## src/sv/svp_pkg.sv

```systemverilog
`timescale 1ns / 1ps

package svp_pkg;

    // opcodes of the input item
    localparam logic [1:0] OP_WRITE    = 2'd0;
    localparam logic [1:0] OP_NOTE_ON  = 2'd1;
    localparam logic [1:0] OP_NOTE_OFF = 2'd2;
    localparam logic [1:0] OP_TICK     = 2'd3;

    // input item
    typedef struct packed {
        logic [1:0]         opcode;
        logic [15:0]        address;
        logic signed [15:0] sample_value;
        logic [15:0]        patch_length;
        logic [15:0]        loop_start;
        logic [15:0]        loop_end;
        logic [23:0]        increment;
        logic [15:0]        amplitude;
        logic               loop_enable;
    } svp_in_t;

    // result item
    typedef struct packed {
        logic signed [15:0] sample_out;
        logic               voice_active;
    } svp_out_t;

    // controller to datapath commands
    typedef struct packed {
        logic capture;
        logic mem_write;
        logic ld_quot;
        logic ld_addr;
        logic rd_b;
        logic rd_c;
        logic ld_diff;
        logic ld_scale;
        logic commit;
        logic emit_idle;
    } svp_cmd_t;

    // datapath to controller status
    typedef struct packed {
        logic active;
        logic out_free;
    } svp_status_t;

endpackage

```

## src/sv/svp_ctrl.sv

```systemverilog
`timescale 1ns / 1ps

module svp_ctrl (
    input  logic                  aclk,
    input  logic                  aresetn,
    input  logic                  s_valid,
    output logic                  s_ready,
    input  logic [1:0]            opcode,
    input  svp_pkg::svp_status_t  status,
    output svp_pkg::svp_cmd_t     cmd
);

    import svp_pkg::*;

    typedef enum logic [3:0] {
        ST_IDLE,
        ST_WR,
        ST_QUOT,
        ST_ADDR,
        ST_RD_B,
        ST_RD_C,
        ST_DIFF,
        ST_SCALE,
        ST_FINISH,
        ST_EMIT
    } state_t;

    state_t state_reg;
    state_t state_next;

    assign s_ready = (state_reg == ST_IDLE);

    // sequencing of one item
    always_comb begin
        cmd        = '0;
        state_next = state_reg;
        case (state_reg)
            ST_IDLE: begin
                if (s_valid) begin
                    cmd.capture = 1'b1;
                    case (opcode)
                        OP_WRITE:    state_next = ST_WR;
                        OP_TICK:     state_next = status.active ? ST_QUOT : ST_EMIT;
                        OP_NOTE_ON:  state_next = ST_IDLE;
                        OP_NOTE_OFF: state_next = ST_IDLE;
                        default:     state_next = ST_IDLE;
                    endcase
                end
            end
            ST_WR: begin
                cmd.mem_write = 1'b1;
                state_next    = ST_IDLE;
            end
            ST_QUOT: begin
                cmd.ld_quot = 1'b1;
                state_next  = ST_ADDR;
            end
            ST_ADDR: begin
                cmd.ld_addr = 1'b1;
                state_next  = ST_RD_B;
            end
            ST_RD_B: begin
                cmd.rd_b   = 1'b1;
                state_next = ST_RD_C;
            end
            ST_RD_C: begin
                cmd.rd_c   = 1'b1;
                state_next = ST_DIFF;
            end
            ST_DIFF: begin
                cmd.ld_diff = 1'b1;
                state_next  = ST_SCALE;
            end
            ST_SCALE: begin
                cmd.ld_scale = 1'b1;
                state_next   = ST_FINISH;
            end
            ST_FINISH: begin
                if (status.out_free) begin
                    cmd.commit = 1'b1;
                    state_next = ST_IDLE;
                end
            end
            ST_EMIT: begin
                if (status.out_free) begin
                    cmd.emit_idle = 1'b1;
                    state_next    = ST_IDLE;
                end
            end
            default: begin
                state_next = ST_IDLE;
            end
        endcase
    end

    // state register
    always_ff @(posedge aclk) begin
        if (!aresetn) begin
            state_reg <= ST_IDLE;
        end else begin
            state_reg <= state_next;
        end
    end

endmodule

```

## config.mk

```make
export PLATFORM = sky130hd
export DESIGN_NAME = svp_ctrl
export DESIGN_NICKNAME = d
export VERILOG_FILES = /design/src/sv/svp_pkg.sv /design/src/sv/svp_ctrl.sv
export SDC_FILE = /design/constraint.sdc
export NUM_CORES = 1
export LEC_CHECK = 0
export ABC_AREA = 1
export BUFFER_PORTS_ARGS = -buffer_cell sky130_fd_sc_hd__buf_2
export CAP_MARGIN = 20
export CORE_AREA = 2 2 39 41
export CTS_CLUSTER_DIAMETER = 100
export DETAILED_ROUTE_END_ITERATION = 8
export DIE_AREA = 0 0 41 43
export GPL_TIMING_DRIVEN = 0
export HOLD_SLACK_MARGIN = 0.08
export PLACE_DENSITY_LB_ADDON = 0.15
export SLEW_MARGIN = 5
export SYNTH_ARGS = -nofsm -noshare
export SYNTH_HDL_FRONTEND = slang
export SYNTH_SLANG_ARGS = --single-unit
```

## constraint.sdc

```tcl
create_clock -name aclk -period 0.8 [get_ports aclk]
set_input_delay 0.16 -clock aclk [delete_from_list [all_inputs] [get_ports aclk]]
set_output_delay 0.16 -clock aclk [all_outputs]
set_load 0.02 [all_outputs]
```

==> results.toml, run 1 <==
[worst_setup_path]
critPathCaptureType = "output pin"
rrSetupSlack_ns = -0.31
crit_type = "flop to output pin"
cp-startpoint = "state_reg[2]"
crit_chain = "inv_4, nor2_4, inv_4, nor3_4, buf_6"
cp_slowest_cell = "dfxtp_4"
critPathRequiredTime_ns = 0.64
slowest_delay_ns = 0.38
cp-start-kind = "flop"
cpMostUsedCell = "inv_4"
crit_path_end = "cmd[3]"
r2r_start = "state_reg[2]"
crit_fanout = 4
rr_worst_depth = 6
worstReg2RegEnd = "state_reg[1]"
arrival_ns = 1.10

[global_route]
grt_first_pass_wirelength_um = 1469
grt_max_degree = 7
grt_overflow_total = 0
grt_pass1_vias = 421
antenna_found_initial = 0
gr-usage-all-layers_pct = 12.56

[floorplan]
die_h_um = 43
fp.dieW_um = 41
design.die.area_um2 = 1763
initial_utilization_pct = 25.50
coreArea_um2 = 1384
ios = 18
rows = 14

[logic_synthesis]
synth_commonest_cells = "inv_1, nand2_1, nor2_1, dfxtp_1, nor3_1"
synth_seq_area_share_pct = 22.70
postSynthAreaPerCell_um2 = 5.601
yosys_warnings = 0
synthDistinctLibCells = 17
netlist_instances = 63
ys_ff_latch = 4
yosys.area.top_type = "dfxtp_1"
synth_top_area_share_pct = 22.70
syn-num-nets = 71
synth_top_flop_cell = "dfxtp_1"
syn_area_um2 = 352.8
synth-edff-count = 0
synth_area_leaders = "dfxtp_1, inv_1, nand2_1"
async_reset_ff_share_pct = 0

[power]
p_per_area_nw_per_um2 = 1212
p_leak_nw = 0.3837
ir_drop_uv = 677.9

[cts]
clk_pin_slew_ns = 0.04
cts-root-buf = "clkbuf_4"
cts_buffer_depth = 2
cts_buffers = 3
cts.sinks = 4
cts_tree = "yes"
worstSkewPairLatency_ns = 0.24
hold_buffers = 0
htree_levels = 1

[timing]
post-route-period-util_pct = 157.4
fin_skew_ns = 0.004381
max_freq_mhz = 794.3
finalHoldViolCount = 0
worst_pin_slew_ns = 0.1813
finalSetupViolCount = 15
rsz0062_at_grt = "true"
slew_headroom_pct = 87.86
slew_viol_final = 0
fin_ws_ns = -0.4589
finalHoldWorstSlack_ns = 0.1905
period_needed_ns = 1.259

[placement]
hpwl_um = 752.2
placed_cell_area_um2 = 573.1
pre_cts_slack_ns = -0.3025
gp_congestion = 0.7878
portBuffers = 17
dpl.cell_count = 96

[final_layout]
final-instance-count-excl-fill = 106
largest_register_ff_count = 4
antenna_cells = 0
fin_util_pct = 55.43
layout-drive-gt1-share_pct = 70.00
stdcell_area_um2 = 767.0
seqCellArea_um2 = 95.09
nets = 100
multi_input_area_um2 = 341.6
n_fill_cell = 138
syn_to_final_growth_pct = 117.4

[outcome]
status = "complete, but fails checks"
violations = "setup timing"

[job]
drv_cap = 0

[routing]
finalWirelength_um = 934
vias_per_cell = 4.481
drt_drc_violations_left = 0
drtPass1Iterations = 2
drtIter0Drc = 2
num_vias = 475
postRouteAntennaNets = 0
routedWlPerCell_um = 8.811

[worst_hold_path]
min_from = "aresetn"
min_path_type = "input pin to flop"
[worst min-delay path by stage]
| stage | endpoint | slack (ns) | depth (start not counted) |
|---|---|---|---|
| finish | state_reg[1] | 0.19 | 3 |
| global route | state_reg[1] | 0.20 | 3 |
| CTS | state_reg[0] | 0.19 | 3 |
| detailed placement | state_reg[0] | 0.44 | 3 |
| global placement | state_reg[0] | 0.43 | 3 |
| floorplan | state_reg[0] | 0.32 | 2 |
[routing by layer]
layer | vias to the layer above | GRT usage, % | wire [um]
li1 | 246 | - | -
met1 | 213 | 11.94 | 356
met2 | 14 | 21.88 | 526
met3 | 2 | 6.283 | 43
met4 | 0 | 4.000 | 8
met5 | - | 0 | 0
[area by class of cell]
type	count	share of cell area, %
clock buffers	3	2.936
inverters	17	10.60
well taps	16	2.610
multi-input cells	42	44.54
flip-flops and latches	4	12.40
repair buffers	24	26.92
[worst max-delay path, delay by kind of cell (launching register included)]
kind / cells / cell delay (ns)
and+or+nand+nor: 2 / 0.23
DFF: 1 / 0.38
buffers and inverters: 3 / 0.25
[metrics by stage]
step                setup TNS, ns  total power [mW]
CTS                        -5.724            0.8969
global route               -6.440            0.9955
detailed placement         -3.200            0.5702
finish                     -5.669            0.9296
floorplan                  -1.633            0.4984
global placement           -3.157            0.5693
[cell families (layout without fill, tap and decap cells)]
family	after synthesis	after routing	share of synthesized area [%]
AND/OR/NAND/NOR	34	34	42.91
buffers and inverters	17	44	18.08
AO/OA/AOI/OAI	7	7	12.77
flip-flops	4	4	22.70
adder cells (fa/ha/maj)	1	1	3.546
[cells in the final DEF (no fill, tap or decap)]
master    Yosys  layout
a21oi_1       2       2
a21oi_2       1       1
buf_2         0       6
buf_4         0       7
buf_6         0      11
clkbuf_4      0       3
dfxtp_4       0       4
ha_1          1       1
inv_1        15       7
inv_2         2       5
inv_4         0       4
inv_8         0       1
nand2_1      15       8
nand2_2       1       4
nand2_4       0       3
nand2_8       0       1
nand3_1       3       2
nand3_2       0       1
nor2_1        8       5
nor2_4        1       6
nor3_4        0       4
o211ai_1      1       1
o21ai_1       1       1
o21ai_2       1       2
[power by group]
| group | switching, mW | internal [mW] | total [mW] |
|---|---|---|---|
| sequential | 0.0464 | 0.209 | 0.256 |
| clock | 0.0867 | 0.168 | 0.255 |
| combinational | 0.231 | 0.188 | 0.419 |
| total | 0.364 | 0.566 | 0.930 |
[timing repair]
item                       4_1_cts  5_1_grt
pin swaps                        6        8
setup buffers                    5        2
resized for setup               24       13
setup endpoints to repair       15       15
Note: power is estimated with default switching activity, not from simulation.
==> run 2, diff against run 1 <==
ABC_AREA = unset   (was 1)
SETUP_SLACK_MARGIN = 0.2   (was unset)
==> run 2 against run 1 <==
  * The flow still finishes with violations (setup timing)
  * Non-clock buffer count increased by 14
  * Synthesized cell count decreased by 30%
  * Clock power is 4% lower
  * Fmax down 7.1%
  * Core utilization is 12 points higher
  * Largest power group unchanged
==> results.toml, run 2 <==
[final_layout]
mostFrequentLayoutCells = "buf_6, buf_4, buf_2, nor2_4, dfxtp_4"
final_common_cell = "buf_6"
stdcell_area_um2 = 927.1
antenna_cells = 0
syn_to_final_growth_pct = 151.2
largest_register_ff_count = 4
fin_util_pct = 67.00
final-instance-count-excl-fill = 98
nets = 92
layout-drive-gt1-share_pct = 84.15

[floorplan]
coreArea_um2 = 1384
initial_utilization_pct = 26.67
die_h_um = 43
ios = 18
design.die.area_um2 = 1763
fp.dieW_um = 41
rows = 14

[power]
p_leak_nw = 0.3909
ir_drop_uv = 734.2
p_per_area_nw_per_um2 = 851.6
p_total_mw = 0.7896

[placement]
portBuffers = 17
hpwl_um = 722.5
pre_cts_slack_ns = -0.3775
placed_cell_area_um2 = 600.6
gp_congestion = 0.6826
dpl.cell_count = 77

[timing]
max_freq_mhz = 738.2
finalHoldWorstSlack_ns = 0.2947
fin_ws_ns = -0.5546
post-route-period-util_pct = 169.3
finalHoldViolCount = 0
period_needed_ns = 1.355
finalSetupViolCount = 15
worst_pin_slew_ns = 0.2444
setup_tns_ns = -7.174
slew_headroom_pct = 83.58
slew_viol_final = 0
fin_skew_ns = 0.0001150
rsz0062_at_grt = "true"

[logic_synthesis]
synth_commonest_cells = "nor2_1, nor3_1, dfxtp_1, nand2b_1"
postSynthAreaPerCell_um2 = 8.389
netlist_instances = 44
yosys.area.top_type = "dfxtp_1"
synth_area_leaders = "dfxtp_1, nor3_1, nor4b_4"
syn-num-nets = 52
yosys_warnings = 0
synth_seq_area_share_pct = 21.69
ys_ff_latch = 4
synthDistinctLibCells = 25
syn_area_um2 = 369.1
synth-edff-count = 0
synth_top_flop_cell = "dfxtp_1"
synth_top_area_share_pct = 21.69
async_reset_ff_share_pct = 0

[worst_setup_path]
rr_worst_depth = 6
worstReg2RegEnd = "state_reg[3]"
cp-start-kind = "flop"
critPathRequiredTime_ns = 0.64
crit_type = "flop to output pin"
r2r_start = "state_reg[2]"
arrival_ns = 1.19
crit_fanout = 6
rrSetupSlack_ns = -0.48
critPathCaptureType = "output pin"

[global_route]
grt_overflow_total = 0
gr-usage-all-layers_pct = 15.85
grt_max_degree = 8
grt_pass1_vias = 435
grt_first_pass_wirelength_um = 1932
antenna_found_initial = 0

[routing]
postRouteAntennaNets = 0
finalWirelength_um = 1235
drtIter0Drc = 2
drt_drc_violations_left = 0
routedWlPerCell_um = 12.60
num_vias = 458
vias_per_cell = 4.673
drtPass1Iterations = 3

[outcome]
status = "complete, but fails checks"
violations = "setup timing"

[worst_hold_path]
hold-path-endpoint = "state_reg[0]"
min_path_cells = 3
min_path_type = "input pin to flop"
min_from = "aresetn"

[cts]
cts_tree = "yes"
hold_buffers = 0
cts_buffer_depth = 2
cts.sinks = 4
clk_pin_slew_ns = 0.04
cts_buffers = 3
worstSkewPairLatency_ns = 0.23
cts-root-buf = "clkbuf_4"
htree_levels = 1

[job]
drv_cap = 0
[run 2: changes by cell type in the layout (fill, tap and decap cells not counted), moves of 3 or more]
cell	change
buf_4	+5
buf_6	+5
inv_1	-6
inv_2	-5
inv_4	-4
nand2_1	-8
nand2_2	-4
nand2b_4	+3
nor2_1	-5
[run 2: cells by family after synthesis]
kind of cell / after synthesis / share of synthesized area [%]
adders and majority gates: 1 / 3.389
DFF: 4 / 21.70
AOI/OAI and AO/OA: 7 / 13.56
muxes: 1 / 2.712
and+or+nand+nor: 26 / 48.14
xor gates and xnor gates: 1 / 2.373
buffers and inverters: 4 / 8.133
[run 2: worst max-delay path by stage]
stage	to	startpoint
2_1_floorplan	cmd[9]	state_reg[2]
3_3_place_gp	cmd[1]	state_reg[2]
3_5_place_dp	cmd[1]	state_reg[2]
4_1_cts	cmd[9]	state_reg[3]
5_1_grt	cmd[9]	state_reg[3]
6_report	cmd[7]	state_reg[0]
[run 2: critical path, stage by stage, from the launching register on]
cell	delay (ns)
dfxtp_4	0.35
buf_12	0.14
nand2b_4	0.15
nor3_2	0.16
buf_4	0.16
[run 2: area by class of cell]
type                            instances  area (um^2)
Buffer                                  3        55.05
Clock buffer                            3        22.52
Fill cell                             104        456.7
Inverter                                1        3.754
Multi-Input combinational cell         36        415.4
Sequential cell                         4        95.09
Tap cell                               16        20.02
Timing Repair Buffer                   35        315.3
[run 2: repair_timing]
action / 4_1_cts / 5_1_grt
pin swaps: 9 / 9
buffers inserted: 11 / 7
resized for setup: 35 / 10
endpoints found under the setup margin: 15 / 15
cloned: 0 / 0
[run 2: report_power, final]
group	leakage, nW	total [mW]	internal [mW]	switching, mW
clock network	0.0138	0.245	0.167	0.0774
logic	0.342	0.333	0.188	0.144
registers	0.0355	0.212	0.200	0.0123
[run 2: per-layer routing]
layer  routed length, um  part of all wire [%]  track usage (%)  vias to the layer above
met4                   0                     0            6.000                        0
met1                 510                    41            22.12                      212
met3                  36                   2.9                0                        0
li1                    -                     -                -                      238
met2                 688                    56            25.00                        8
met5                   0                     0                0                        -
